==> src/rtl/acst_pkg.sv <==
package acst_pkg;

   localparam int TIME_W     = 48;
   localparam int TICKS_LO_W = 16;
   localparam int TICKS_HI_W = 17;
   localparam int TICKS_W    = 32;
   localparam int TICKS_Q_W  = 48;
   localparam int ERR_W      = 48;
   localparam int OFFSET_W   = 64;
   localparam int SLOPE_W    = 40;
   localparam int RATE_W     = 24;
   localparam int WIDE_W     = 52;
   localparam int DIFF_W     = 58;

   localparam int REQ_DATA_W = 88;
   localparam int RSP_DATA_W = 208;

   localparam int CSR_DATA_W  = 64;
   localparam int CSR_ADDR_W  = 5;
   localparam int CSR_INDEX_W = 2;

   localparam logic [CSR_INDEX_W-1:0] REG_SLOPE_INITIAL = 2'd0;
   localparam logic [CSR_INDEX_W-1:0] REG_RATE_INITIAL  = 2'd1;
   localparam logic [CSR_INDEX_W-1:0] REG_RATE_LIMIT    = 2'd2;

   localparam logic [SLOPE_W-1:0] SLOPE_INITIAL_RESET = 40'd104857610737;
   localparam logic [RATE_W-1:0]  RATE_INITIAL_RESET  = 24'd8389;
   localparam logic [RATE_W-1:0]  RATE_LIMIT_RESET    = 24'd1509949;
   localparam logic [ERR_W-1:0]   MAG_RESET           = 48'd65536;

   // shared multiplier: 52 x 56 bits, one 8-bit digit of b per cycle
   localparam int MUL_A_W     = 52;
   localparam int MUL_B_W     = 56;
   localparam int MUL_DIGIT_W = 8;
   localparam int MUL_STEPS   = MUL_B_W / MUL_DIGIT_W;
   localparam int MUL_CNT_W   = $clog2(MUL_STEPS);
   localparam int MUL_P_W     = MUL_A_W + MUL_B_W;

   // 0.0139694087 in Q0.32
   localparam logic [MUL_B_W-1:0] SLOPE_GAIN = 56'd59998154;
   // floor(2^56 / 10), quotient is product >> 56
   localparam logic [MUL_B_W-1:0] RECIP10    = 56'h19999999999999;

   localparam logic [RATE_W+1:0] RATE_UP   = 26'd367;
   localparam logic [RATE_W+1:0] RATE_DOWN = 26'd215;

   typedef struct packed {
      logic [SLOPE_W-1:0] slope_initial;
      logic [RATE_W-1:0]  rate_initial;
      logic [RATE_W-1:0]  rate_limit;
   } cfg_type;

   typedef struct packed {
      logic               start;
      logic [MUL_A_W-1:0] a;
      logic [MUL_B_W-1:0] b;
   } mul_req_type;

   typedef enum logic [4:0] {
      S_IDLE,
      S_PROD_GO,
      S_PROD_WAIT,
      S_ERR1,
      S_ERR2,
      S_ERR3,
      S_FIRST,
      S_D_GO,
      S_D_WAIT,
      S_OFS,
      S_DS_GO,
      S_DS_WAIT,
      S_SLOPE,
      S_RATE1,
      S_RATE2,
      S_TDIV_GO,
      S_TDIV_WAIT,
      S_TCOR,
      S_TRND,
      S_MDIV_GO,
      S_MDIV_WAIT,
      S_MCOR,
      S_OUT
   } state_type;

endpackage

==> src/rtl/acst_mul.sv <==
module acst_mul (
   input  logic                          clock,
   input  logic                          reset,
   input  acst_pkg::mul_req_type         mul_req,
   output logic [acst_pkg::MUL_P_W-1:0]  product,
   output logic                          done
);

   logic [acst_pkg::MUL_A_W-1:0]   a_ff, a_in;
   logic [acst_pkg::MUL_B_W-1:0]   b_ff, b_in;
   logic [acst_pkg::MUL_A_W-1:0]   hi_ff, hi_in;
   logic [acst_pkg::MUL_B_W-1:0]   lo_ff, lo_in;
   logic [acst_pkg::MUL_CNT_W-1:0] count_ff, count_in;
   logic                           busy_ff, busy_in;
   logic                           done_ff, done_in;
   logic [acst_pkg::MUL_A_W+acst_pkg::MUL_DIGIT_W-1:0] partial;
   logic [acst_pkg::MUL_A_W+acst_pkg::MUL_DIGIT_W-1:0] sum;

   assign partial = a_ff * b_ff[acst_pkg::MUL_DIGIT_W-1:0];
   assign sum     = {{acst_pkg::MUL_DIGIT_W{1'b0}}, hi_ff} + partial;

   always_comb begin
      a_in     = a_ff;
      b_in     = b_ff;
      hi_in    = hi_ff;
      lo_in    = lo_ff;
      count_in = count_ff;
      busy_in  = busy_ff;
      done_in  = 1'b0;
      if (mul_req.start) begin
         a_in     = mul_req.a;
         b_in     = mul_req.b;
         hi_in    = '0;
         lo_in    = '0;
         count_in = '0;
         busy_in  = 1'b1;
      end else if (busy_ff) begin
         hi_in    = sum[acst_pkg::MUL_A_W+acst_pkg::MUL_DIGIT_W-1:acst_pkg::MUL_DIGIT_W];
         lo_in    = {sum[acst_pkg::MUL_DIGIT_W-1:0],
                     lo_ff[acst_pkg::MUL_B_W-1:acst_pkg::MUL_DIGIT_W]};
         b_in     = b_ff >> acst_pkg::MUL_DIGIT_W;
         count_in = count_ff + 1'b1;
         if (count_ff == acst_pkg::MUL_CNT_W'(acst_pkg::MUL_STEPS - 1)) begin
            busy_in = 1'b0;
            done_in = 1'b1;
         end
      end
   end

   always_ff @(posedge clock) begin
      if (reset) begin
         busy_ff <= 1'b0;
         done_ff <= 1'b0;
      end else begin
         busy_ff <= busy_in;
         done_ff <= done_in;
      end
      a_ff     <= a_in;
      b_ff     <= b_in;
      hi_ff    <= hi_in;
      lo_ff    <= lo_in;
      count_ff <= count_in;
   end

   assign product = {hi_ff, lo_ff};
   assign done    = done_ff;

endmodule

==> src/rtl/acst_csr.sv <==
module acst_csr (
   input  logic                             clock,
   input  logic                             reset,
   input  logic                             csr_psel,
   input  logic                             csr_penable,
   input  logic                             csr_pwrite,
   input  logic [acst_pkg::CSR_ADDR_W-1:0]  csr_paddr,
   input  logic [acst_pkg::CSR_DATA_W-1:0]  csr_pwdata,
   output logic [acst_pkg::CSR_DATA_W-1:0]  csr_prdata,
   output logic                             csr_pready,
   output acst_pkg::cfg_type                cfg
);

   acst_pkg::cfg_type                 cfg_ff, cfg_in;
   logic [acst_pkg::CSR_INDEX_W-1:0]  index;
   logic                              wr;

   assign index = csr_paddr[acst_pkg::CSR_ADDR_W-1:3];
   assign wr    = csr_psel & csr_penable & csr_pwrite;

   always_comb begin
      cfg_in = cfg_ff;
      if (wr) begin
         case (index)
            acst_pkg::REG_SLOPE_INITIAL:
               cfg_in.slope_initial = csr_pwdata[acst_pkg::SLOPE_W-1:0];
            acst_pkg::REG_RATE_INITIAL:
               cfg_in.rate_initial = csr_pwdata[acst_pkg::RATE_W-1:0];
            acst_pkg::REG_RATE_LIMIT:
               cfg_in.rate_limit = csr_pwdata[acst_pkg::RATE_W-1:0];
            default: cfg_in = cfg_ff;
         endcase
      end
   end

   always_comb begin
      case (index)
         acst_pkg::REG_SLOPE_INITIAL:
            csr_prdata = acst_pkg::CSR_DATA_W'(cfg_ff.slope_initial);
         acst_pkg::REG_RATE_INITIAL:
            csr_prdata = acst_pkg::CSR_DATA_W'(cfg_ff.rate_initial);
         acst_pkg::REG_RATE_LIMIT:
            csr_prdata = acst_pkg::CSR_DATA_W'(cfg_ff.rate_limit);
         default: csr_prdata = '0;
      endcase
   end

   always_ff @(posedge clock) begin
      if (reset) begin
         cfg_ff.slope_initial <= acst_pkg::SLOPE_INITIAL_RESET;
         cfg_ff.rate_initial  <= acst_pkg::RATE_INITIAL_RESET;
         cfg_ff.rate_limit    <= acst_pkg::RATE_LIMIT_RESET;
      end else begin
         cfg_ff <= cfg_in;
      end
   end

   assign csr_pready = 1'b1;
   assign cfg        = cfg_ff;

endmodule

==> src/rtl/adaptive_clock_offset_slope_tracker_unit.sv <==
// Channel  Dir  Fields
// req      in   tdata: local_time_ms[47:0] ticks_low[63:48] ticks_high[80:64]
// rsp      out  tdata: tick_count prediction_error offset_out slope_out rate_out
// csr      in   APB write/read, slope_initial @0x00, rate_initial @0x08, rate_limit @0x10
//
// One transaction at a time. A tracking sample makes five passes through the shared
// 52x56 multiplier (prediction, offset step, slope step and two divides by ten), a first
// sample only the prediction; the next transaction can be accepted in the cycle after the
// result is loaded. req_tready is high only while idle; a held result stalls the next
// result, not acceptance. Synchronous reset clears the offset, the error trend and the
// started flag and sets the error magnitude to its reset value.
module adaptive_clock_offset_slope_tracker_unit (
   input  logic                             clock,
   input  logic                             reset,
   input  logic                             req_tvalid,
   output logic                             req_tready,
   // local_time_ms[47:0], ticks_low[63:48], ticks_high[80:64], zero pad
   input  logic [acst_pkg::REQ_DATA_W-1:0]  req_tdata,
   output logic                             rsp_tvalid,
   input  logic                             rsp_tready,
   // tick_count[31:0], prediction_error[79:32], offset_out[143:80],
   // slope_out[183:144], rate_out[207:184]
   output logic [acst_pkg::RSP_DATA_W-1:0]  rsp_tdata,
   input  logic                             csr_psel,
   input  logic                             csr_penable,
   input  logic                             csr_pwrite,
   input  logic [acst_pkg::CSR_ADDR_W-1:0]  csr_paddr,
   input  logic [acst_pkg::CSR_DATA_W-1:0]  csr_pwdata,
   output logic [acst_pkg::CSR_DATA_W-1:0]  csr_prdata,
   output logic                             csr_pready
);

   acst_pkg::cfg_type     cfg;
   acst_pkg::mul_req_type mul_req;
   logic [acst_pkg::MUL_P_W-1:0] mul_p;
   logic                         mul_done;

   acst_pkg::state_type state_ff, state_in;

   logic [acst_pkg::TIME_W-1:0]   time_ff, time_in;
   logic [acst_pkg::TICKS_W-1:0]  ticks_ff, ticks_in;
   logic [acst_pkg::SLOPE_W-1:0]  slope_ff, slope_in;
   logic [acst_pkg::RATE_W-1:0]   rate_ff, rate_in;
   logic [acst_pkg::OFFSET_W-1:0] offset_ff, offset_in;
   logic [acst_pkg::ERR_W-1:0]    trend_ff, trend_in;
   logic [acst_pkg::ERR_W-1:0]    mag_ff, mag_in;
   logic                          started_ff, started_in;
   logic [acst_pkg::DIFF_W-1:0]   diff_ff, diff_in;
   logic [acst_pkg::ERR_W-1:0]    err_ff, err_in;
   logic [acst_pkg::ERR_W-1:0]    emag_ff, emag_in;
   logic [acst_pkg::ERR_W-1:0]    d_ff, d_in;
   logic [acst_pkg::WIDE_W-1:0]   tmag10_ff, tmag10_in;
   logic [acst_pkg::WIDE_W-1:0]   xs_ff, xs_in;
   logic [acst_pkg::WIDE_W-1:0]   x_ff, x_in;
   logic                          xneg_ff, xneg_in;
   logic [acst_pkg::WIDE_W-1:0]   q_ff, q_in;
   logic                          rsp_tvalid_ff, rsp_tvalid_in;
   logic [acst_pkg::RSP_DATA_W-1:0] rsp_tdata_ff, rsp_tdata_in;

   logic accept;
   logic rsp_load;
   logic rsp_free;

   // joined ticks
   logic [acst_pkg::TICKS_HI_W-1:0] hi_read;
   logic [acst_pkg::TICKS_LO_W-1:0] lo_read;
   logic [acst_pkg::TICKS_W-1:0]    hi_shift;

   // quotient correction for the divides by ten
   logic [acst_pkg::WIDE_W-1:0] q_raw, q_times10, q_rem, q_fix;

   // datapath temporaries
   logic [acst_pkg::DIFF_W+7:0]     e_wide;
   logic [acst_pkg::OFFSET_W:0]     ofs_sum;
   logic [acst_pkg::ERR_W-1:0]      d_val;
   logic [acst_pkg::DIFF_W-2:0]     ds_val;
   logic [acst_pkg::DIFF_W-1:0]     slope_sum;
   logic [acst_pkg::ERR_W-1:0]      trend_abs;
   logic [acst_pkg::RATE_W+1:0]     rate_next;

   acst_csr u_csr (
      .clock       (clock),
      .reset       (reset),
      .csr_psel    (csr_psel),
      .csr_penable (csr_penable),
      .csr_pwrite  (csr_pwrite),
      .csr_paddr   (csr_paddr),
      .csr_pwdata  (csr_pwdata),
      .csr_prdata  (csr_prdata),
      .csr_pready  (csr_pready),
      .cfg         (cfg)
   );

   acst_mul u_mul (
      .clock   (clock),
      .reset   (reset),
      .mul_req (mul_req),
      .product (mul_p),
      .done    (mul_done)
   );

   assign accept   = req_tvalid & req_tready;
   assign rsp_free = ~rsp_tvalid_ff | rsp_tready;

   assign lo_read = req_tdata[63:48];
   assign hi_read = req_tdata[80:64];

   always_comb begin
      hi_shift = {hi_read, 15'b0};
      if (hi_shift[15] ^ lo_read[15]) begin
         hi_shift = hi_shift - 32'h8000;
      end
   end

   assign q_raw     = mul_p[acst_pkg::MUL_P_W-1:acst_pkg::MUL_B_W];
   assign q_times10 = (q_raw << 3) + (q_raw << 1);
   assign q_rem     = x_ff - q_times10;
   assign q_fix     = (q_rem >= acst_pkg::WIDE_W'(10)) ? q_raw + 1'b1 : q_raw;

   // next state
   always_comb begin
      state_in = state_ff;
      case (state_ff)
         acst_pkg::S_IDLE:      if (req_tvalid) state_in = acst_pkg::S_PROD_GO;
         acst_pkg::S_PROD_GO:   state_in = acst_pkg::S_PROD_WAIT;
         acst_pkg::S_PROD_WAIT: if (mul_done) state_in = acst_pkg::S_ERR1;
         acst_pkg::S_ERR1:      state_in = acst_pkg::S_ERR2;
         acst_pkg::S_ERR2:      state_in = acst_pkg::S_ERR3;
         acst_pkg::S_ERR3:      state_in = started_ff ? acst_pkg::S_D_GO : acst_pkg::S_FIRST;
         acst_pkg::S_FIRST:     state_in = acst_pkg::S_OUT;
         acst_pkg::S_D_GO:      state_in = acst_pkg::S_D_WAIT;
         acst_pkg::S_D_WAIT:    if (mul_done) state_in = acst_pkg::S_OFS;
         acst_pkg::S_OFS:       state_in = acst_pkg::S_DS_GO;
         acst_pkg::S_DS_GO:     state_in = acst_pkg::S_DS_WAIT;
         acst_pkg::S_DS_WAIT:   if (mul_done) state_in = acst_pkg::S_SLOPE;
         acst_pkg::S_SLOPE:     state_in = acst_pkg::S_RATE1;
         acst_pkg::S_RATE1:     state_in = acst_pkg::S_RATE2;
         acst_pkg::S_RATE2:     state_in = acst_pkg::S_TDIV_GO;
         acst_pkg::S_TDIV_GO:   state_in = acst_pkg::S_TDIV_WAIT;
         acst_pkg::S_TDIV_WAIT: if (mul_done) state_in = acst_pkg::S_TCOR;
         acst_pkg::S_TCOR:      state_in = acst_pkg::S_TRND;
         acst_pkg::S_TRND:      state_in = acst_pkg::S_MDIV_GO;
         acst_pkg::S_MDIV_GO:   state_in = acst_pkg::S_MDIV_WAIT;
         acst_pkg::S_MDIV_WAIT: if (mul_done) state_in = acst_pkg::S_MCOR;
         acst_pkg::S_MCOR:      state_in = acst_pkg::S_OUT;
         acst_pkg::S_OUT:       if (rsp_free) state_in = acst_pkg::S_IDLE;
         default:               state_in = acst_pkg::S_IDLE;
      endcase
   end

   // state outputs
   always_comb begin
      req_tready    = 1'b0;
      rsp_load      = 1'b0;
      mul_req.start = 1'b0;
      mul_req.a     = x_ff;
      mul_req.b     = acst_pkg::RECIP10;
      case (state_ff)
         acst_pkg::S_IDLE: req_tready = 1'b1;
         acst_pkg::S_PROD_GO: begin
            mul_req.start = 1'b1;
            mul_req.a     = acst_pkg::MUL_A_W'(time_ff);
            mul_req.b     = acst_pkg::MUL_B_W'(slope_ff);
         end
         acst_pkg::S_D_GO: begin
            mul_req.start = 1'b1;
            mul_req.a     = acst_pkg::MUL_A_W'(emag_ff);
            mul_req.b     = acst_pkg::MUL_B_W'(rate_ff);
         end
         acst_pkg::S_DS_GO: begin
            mul_req.start = 1'b1;
            mul_req.a     = acst_pkg::MUL_A_W'(d_ff);
            mul_req.b     = acst_pkg::SLOPE_GAIN;
         end
         acst_pkg::S_TDIV_GO: mul_req.start = 1'b1;
         acst_pkg::S_MDIV_GO: mul_req.start = 1'b1;
         acst_pkg::S_OUT:     rsp_load = rsp_free;
         default: req_tready = 1'b0;
      endcase
   end

   // datapath
   always_comb begin
      time_in    = time_ff;
      ticks_in   = ticks_ff;
      slope_in   = slope_ff;
      rate_in    = rate_ff;
      offset_in  = offset_ff;
      trend_in   = trend_ff;
      mag_in     = mag_ff;
      started_in = started_ff;
      diff_in    = diff_ff;
      err_in     = err_ff;
      emag_in    = emag_ff;
      d_in       = d_ff;
      tmag10_in  = tmag10_ff;
      xs_in      = xs_ff;
      x_in       = x_ff;
      xneg_in    = xneg_ff;
      q_in       = q_ff;
      e_wide     = '0;
      ofs_sum    = '0;
      d_val      = mul_p[71:24];
      ds_val     = mul_p[72:16];
      slope_sum  = '0;
      trend_abs  = '0;
      rate_next  = '0;
      case (state_ff)
         acst_pkg::S_IDLE: begin
            if (accept) begin
               time_in  = req_tdata[acst_pkg::TIME_W-1:0];
               ticks_in = {hi_shift[31:16], lo_read};
               if (!started_ff) begin
                  slope_in = cfg.slope_initial;
                  rate_in  = cfg.rate_initial;
               end
            end
         end
         acst_pkg::S_ERR1: begin
            diff_in = {10'b0, ticks_ff, 16'b0} - {2'b0, mul_p[87:32]};
         end
         acst_pkg::S_ERR2: begin
            e_wide = {{8{diff_ff[acst_pkg::DIFF_W-1]}}, diff_ff}
                   - {{2{offset_ff[acst_pkg::OFFSET_W-1]}}, offset_ff};
            if (e_wide[acst_pkg::DIFF_W+7] &&
                  (e_wide[acst_pkg::DIFF_W+7:acst_pkg::ERR_W-1] != '1)) begin
               err_in = {1'b1, {(acst_pkg::ERR_W-1){1'b0}}};
            end else if (!e_wide[acst_pkg::DIFF_W+7] &&
                  (e_wide[acst_pkg::DIFF_W+7:acst_pkg::ERR_W-1] != '0)) begin
               err_in = {1'b0, {(acst_pkg::ERR_W-1){1'b1}}};
            end else begin
               err_in = e_wide[acst_pkg::ERR_W-1:0];
            end
         end
         acst_pkg::S_ERR3: begin
            emag_in = err_ff[acst_pkg::ERR_W-1] ? (~err_ff + 1'b1) : err_ff;
         end
         acst_pkg::S_FIRST: begin
            offset_in  = {{(acst_pkg::OFFSET_W-acst_pkg::DIFF_W){diff_ff[acst_pkg::DIFF_W-1]}},
                          diff_ff};
            started_in = 1'b1;
         end
         acst_pkg::S_OFS: begin
            d_in = d_val;
            if (err_ff[acst_pkg::ERR_W-1]) begin
               ofs_sum = {offset_ff[acst_pkg::OFFSET_W-1], offset_ff}
                       - {17'b0, d_val};
            end else begin
               ofs_sum = {offset_ff[acst_pkg::OFFSET_W-1], offset_ff}
                       + {17'b0, d_val};
            end
            if (ofs_sum[acst_pkg::OFFSET_W] != ofs_sum[acst_pkg::OFFSET_W-1]) begin
               offset_in = {ofs_sum[acst_pkg::OFFSET_W],
                            {(acst_pkg::OFFSET_W-1){~ofs_sum[acst_pkg::OFFSET_W]}}};
            end else begin
               offset_in = ofs_sum[acst_pkg::OFFSET_W-1:0];
            end
         end
         acst_pkg::S_SLOPE: begin
            if (err_ff[acst_pkg::ERR_W-1]) begin
               if ({17'b0, slope_ff} > ds_val) begin
                  slope_in = slope_ff - ds_val[acst_pkg::SLOPE_W-1:0];
               end else begin
                  slope_in = '0;
               end
            end else begin
               slope_sum = {18'b0, slope_ff} + {1'b0, ds_val};
               if (slope_sum[acst_pkg::DIFF_W-1:acst_pkg::SLOPE_W] != '0) begin
                  slope_in = '1;
               end else begin
                  slope_in = slope_sum[acst_pkg::SLOPE_W-1:0];
               end
            end
         end
         acst_pkg::S_RATE1: begin
            trend_abs = trend_ff[acst_pkg::ERR_W-1] ? (~trend_ff + 1'b1) : trend_ff;
            tmag10_in = ({4'b0, trend_abs} << 3) + ({4'b0, trend_abs} << 1);
            xs_in     = ({{4{trend_ff[acst_pkg::ERR_W-1]}}, trend_ff} << 3)
                      + {{4{trend_ff[acst_pkg::ERR_W-1]}}, trend_ff}
                      + {{4{err_ff[acst_pkg::ERR_W-1]}}, err_ff};
         end
         acst_pkg::S_RATE2: begin
            rate_next = {2'b0, rate_ff};
            if (mag_ff != '0) begin
               if (tmag10_ff > {4'b0, mag_ff}) begin
                  rate_next = rate_next + acst_pkg::RATE_UP;
               end else begin
                  rate_next = rate_next - acst_pkg::RATE_DOWN;
               end
            end
            if (!rate_next[acst_pkg::RATE_W+1] &&
                  (rate_next[acst_pkg::RATE_W:0] > {1'b0, cfg.rate_limit})) begin
               rate_next = {2'b0, cfg.rate_limit};
            end
            if (rate_next[acst_pkg::RATE_W+1]) begin
               rate_next = ~rate_next + 1'b1;
            end
            rate_in = rate_next[acst_pkg::RATE_W-1:0];
            xneg_in = xs_ff[acst_pkg::WIDE_W-1];
            x_in    = xs_ff[acst_pkg::WIDE_W-1] ? (~xs_ff + 1'b1) : xs_ff;
         end
         acst_pkg::S_TCOR: q_in = q_fix;
         acst_pkg::S_TRND: begin
            trend_in = xneg_ff ? (~q_ff[acst_pkg::ERR_W-1:0] + 1'b1)
                               : q_ff[acst_pkg::ERR_W-1:0];
            x_in     = ({4'b0, mag_ff} << 3) + {4'b0, mag_ff} + {4'b0, emag_ff};
         end
         acst_pkg::S_MCOR: mag_in = q_fix[acst_pkg::ERR_W-1:0];
         default: time_in = time_ff;
      endcase
   end

   always_comb begin
      rsp_tvalid_in = rsp_tvalid_ff;
      rsp_tdata_in  = rsp_tdata_ff;
      if (rsp_load) begin
         rsp_tvalid_in = 1'b1;
         rsp_tdata_in  = {rate_ff, slope_ff, offset_ff, err_ff, ticks_ff};
      end else if (rsp_tready) begin
         rsp_tvalid_in = 1'b0;
      end
   end

   always_ff @(posedge clock) begin
      if (reset) begin
         state_ff      <= acst_pkg::S_IDLE;
         started_ff    <= 1'b0;
         offset_ff     <= '0;
         trend_ff      <= '0;
         mag_ff        <= acst_pkg::MAG_RESET;
         rsp_tvalid_ff <= 1'b0;
      end else begin
         state_ff      <= state_in;
         started_ff    <= started_in;
         offset_ff     <= offset_in;
         trend_ff      <= trend_in;
         mag_ff        <= mag_in;
         rsp_tvalid_ff <= rsp_tvalid_in;
      end
      time_ff      <= time_in;
      ticks_ff     <= ticks_in;
      slope_ff     <= slope_in;
      rate_ff      <= rate_in;
      diff_ff      <= diff_in;
      err_ff       <= err_in;
      emag_ff      <= emag_in;
      d_ff         <= d_in;
      tmag10_ff    <= tmag10_in;
      xs_ff        <= xs_in;
      x_ff         <= x_in;
      xneg_ff      <= xneg_in;
      q_ff         <= q_in;
      rsp_tdata_ff <= rsp_tdata_in;
   end

   assign rsp_tvalid = rsp_tvalid_ff;
   assign rsp_tdata  = rsp_tdata_ff;

endmodule

==> config.mk <==
export PLATFORM = sky130hd
export DESIGN_NAME = adaptive_clock_offset_slope_tracker_unit
export DESIGN_NICKNAME = d
export VERILOG_FILES = /design/src/rtl/acst_pkg.sv /design/src/rtl/acst_mul.sv /design/src/rtl/acst_csr.sv /design/src/rtl/adaptive_clock_offset_slope_tracker_unit.sv
export SDC_FILE = /design/constraint.sdc
export NUM_CORES = 2
export LEC_CHECK = 0
export BUFFER_PORTS_ARGS = -buffer_cell sky130_fd_sc_hd__buf_2
export CELL_PAD_IN_SITES_DETAIL_PLACEMENT = 1
export CELL_PAD_IN_SITES_GLOBAL_PLACEMENT = 2
export CORE_MARGIN = 5
export CORE_UTILIZATION = 40
export CTS_CLUSTER_SIZE = 12
export DETAILED_ROUTE_END_ITERATION = 6
export PLACE_DENSITY_LB_ADDON = 0.05
export SYNTH_ARGS = -nofsm -noshare
export SYNTH_HDL_FRONTEND = slang
export SYNTH_SLANG_ARGS = --single-unit
==> constraint.sdc <==
create_clock -name clock -period 7.6 [get_ports clock]
set_input_delay 1.52 -clock clock [delete_from_list [all_inputs] [get_ports clock]]
set_output_delay 1.52 -clock clock [all_outputs]
set_load 0.005 [all_outputs]
==> reports/qor.csv <==
stage,metric,value,unit
run_status,outcome,finished clean,
worst_setup_path,worstSetupEndpointType,flop,
synthesis,synth.distinct_cells,103,
worst_hold_path,holdPathEnd,rsp_tdata[21],
worst_hold_path,hold_path.class,flop to flop,
final_layout,area_delta_synth_final,12.1,%
timing,rsz0062_at_grt,no,
detailed_routing,post-route-drc-count,0,
timing,fmax,0.138,GHz
final_layout,layout-drive-gt1-share,9.90,%
timing,whs,460,ps
clock_network,insertion_delay,830,ps
grt,grt_remaining_overflow,0,
synthesis,yosys.area_share.simple,16.0,%
synthesis,synth_area_leaders,"edfxtp_1 (27%), fa_1 (11%), ha_1 (8.0%)",
worst_setup_path,critPathKind,flop to flop,
die,coreArea,235000,µm²
placed_design,place_hpwl,322000,µm
die,initial_core_util,40.2,%
detailed_routing,postRouteAntennaNets,0,
worst_setup_path,crit_arrival,7970,ps
worst_setup_path,rr_startpoint,u_mul.b_ff[4],
clock_network,cts_sinks,1203,
clock_network,hold_buffers,0,
worst_setup_path,max_stage_delay,750,ps
final_layout,layout.cells.non_filler,13700,
worst_setup_path,r2r_slack,350,ps
worst_hold_path,min_from,ticks_ff[21],
synthesis,synth_top_cell_by_area,edfxtp_1,
worst_setup_path,cp_common_cell,fa_1,
grt,grt_util_met2,53.3,%
timing,final.setup.tns,0,ps
grt,grt_pass1_wl,585000,µm
detailed_routing,firstDrtPassIters,6,
clock_network,cts_buffer_depth,3,
worst_setup_path,crit_buf_inv,4,
synthesis,ys_warn_count,0,
detailed_routing,vias,81000,
final_layout,mostFrequentLayoutCell,nand2_1,
final_layout,fill_cells,26600,
worst_setup_path,cp_data_required_time,8320,ps
worst_setup_path,r2r_cells,23,
synthesis,synth_top_area_share,27.1,%
worst_setup_path,worstPathCellList,and2_1 -> fa_1 -> inv_1 -> fa_1 -> fa_1 -> fa_1 -> inv_1 -> ha_1 -> o21ai_0 -> o21ai_0 -> a21oi_1 -> a2111oi_0 -> buf_4 -> o32ai_1 -> o31ai_1 -> a21oi_1 -> a311oi_1 -> buf_4 -> a31o_2 -> a211oi_1 -> xnor2_1 -> mux2i_1 -> nor2_1,
timing,tightest_slew,1450,ps
placed_design,dp.cells,13400,
grt,grt_max_degree,142,
timing,post-route-period-util,95.5,%
timing,finalHoldViolCount,0,
detailed_routing,drt_iter0_markers,6248,
die,ioPinCount,439,
synthesis,synth_compound_area_share,18.1,%
clock_network,clk_pin_slew_worst_paths,60,ps
worst_setup_path,crit_fanout,20,
synthesis,syn_area,94400,µm²
worst_hold_path,whs_path_depth,0,
grt,antenna_found_initial,17,
synthesis,async_reset_ff_share,0,%
die,die_w,496,µm
synthesis,synth_top_family_by_area,adder cells,
clock_network,cts_tree,built,
synthesis,synth_fa_ha_area_share,18.6,%
placed_design,io_buffers,379,
clock_network,ctsRootBufferMaster,clkbuf_16,
worst_setup_path,cp_slowest_cell,edfxtp_1,
clock_network,cts_buffers,154,
grt,gr-usage-met3,5.01,%
worst_setup_path,crit_family,compound AO/OA/AOI/OAI gates,
clock_network,htreeDepth,4,
timing,fin_crit,7250,ps
clock_network,postCtsSetupBuffers,0,
detailed_routing,post_drt_wl_per_cell,29.6,µm
grt,grt_busiest_layer,met2,
detailed_routing,drt-vias-per-instance,5.92,
synthesis,synth_edf_count,851,
grt,met1_usage,40.8,%
die,die_y,496,µm
worst_setup_path,startpoint_type,flop,
synthesis,synth.area.mux_share,1.20,%
detailed_routing,routed_wl,405000,µm
synthesis,postSynthCellCount,10100,
timing,drv_slew,0,
synthesis,ys.flop_type,edfxtp_1,
grt,grt_use_total,32.2,%
die,num_rows,178,
synthesis,ys_seq_area_share,34.5,%
flow_run,maxCapViolations,0,
timing,slew_headroom,2.64,%
grt,grt_pass1_vias,83900,
synthesis,synth-seq-cells,1203,
die,die_area,246000,µm²
final_layout,final_nets,11700,
final_layout,final_cell_mix,"nand2_1 (1144), edfxtp_1 (851), a21oi_1 (712), nor2_1 (655), inv_1 (653)",
timing,skew,37.5,ps
synthesis,avgSynthCellArea,9.38,µm²
timing,setup_viol,0,
worst_setup_path,reg2reg_to,u_mul.hi_ff[46],
synthesis,synth_xor_xnor_area_share,6.77,%
placed_design,routabilityCongestion,0.936,
-- area by class of cell --
type	instances	area (µm²)	share of cell area [%]
tap	3150	3940	3.72
sequential	1203	32600	30.8
multi-input combinational	7720	57600	54.4
inverter	661	2490	2.35
clock buffer	207	4290	4.05
timing repair buffer	651	4050	3.83
clock inverter	79	833	0.787
antenna	10	25.0	0.0236
-- through the flow --
step	instance area [µm²]	setup slack [ps]	util (%)
floorplan	94500	563	-
global placement	101000	499	42.8
detailed placement	101000	504	42.8
CTS	106000	402	45.0
global route	106000	49.7	45.0
finish	106000	345	45.0
-- worst register-to-register path: cells and delay by family, from the launching register on --
kind	cells	cell delay, ps
simple gates	2	450
buf+inv	4	580
fa+ha+maj	5	2200
compound gates	10	2780
flops	1	750
xor+xnor	1	250
mux	1	140
-- repair_timing --
action / in CTS / in global routing
setup endpoints to repair: 0 / 1
gates resized for setup: 0 / 1
endpoints found under the hold margin: 0 / 0
-- routing by layer --
layer | part of all wire (%) | wire (µm) | vias up
met4 | 6.2 | 25000 | 8
met2 | 47 | 190000 | 2370
met1 | 41 | 168000 | 41300
li1 | - | - | 36700
met3 | 5.5 | 22400 | 643
met5 | 0.020 | 80 | -
-- cell families after synthesis --
group | count (synthesis)
simple gates | 3139
compound gates | 2609
flops | 1203
buf+inv | 1164
fa+ha+maj | 1106
xor+xnor | 730
mux | 111
other cells | 2
-- sequential cells by signal, indices dropped and copies added, names as in the netlist, 51 cells and up --
register,flops
offset_ff,64
u_mul.hi_ff,52
diff_ff,57
x_ff,52
u_csr.cfg,88
tmag10_ff,51
u_mul.a_ff,52
xs_ff,52
rsp_tdata,208
-- synth_stat cells (36+ instances only) --
master / n
xnor2_1: 513
nand3_1: 184
o211ai_1: 43
nor2b_1: 82
dfxtp_1: 352
and3_1: 79
clkbuf_1: 423
o22a_1: 38
xor2_1: 217
or4_1: 53
edfxtp_1: 851
a21oi_1: 713
a31oi_1: 112
o21bai_1: 83
ha_1: 607
and2_1: 234
a211oi_1: 121
or3_1: 91
fa_1: 499
nand2b_1: 88
a221oi_1: 70
mux2i_1: 96
o21ai_0: 494
buf_1: 36
a22oi_1: 49
nor2_1: 666
nand2_1: 1146
nor3_1: 157
nor4_1: 72
o31ai_1: 87
inv_1: 656
a31o_2: 41
a21o_1: 315
nand4_1: 112
o21a_1: 77
-- worst max path at each step --
stage                                  to  slack (ps)  cells past startpoint     startpoint
after detailed placement  u_mul.hi_ff[46]         500                     23  u_mul.b_ff[3]
after global routing      u_mul.hi_ff[46]          50                     23  u_mul.b_ff[4]
after CTS                 u_mul.hi_ff[46]         400                     23  u_mul.b_ff[3]
after global placement         rate_ff[4]         500                     31     mag_ff[47]
after floorplan              rsp_tdata[0]         560                      2     rsp_tready
final                     u_mul.hi_ff[46]         350                     23  u_mul.b_ff[4]
Power is left out: the tool's default activity adds up to more than one toggle a clock period on the data nets, which glitch-free logic cannot reach.
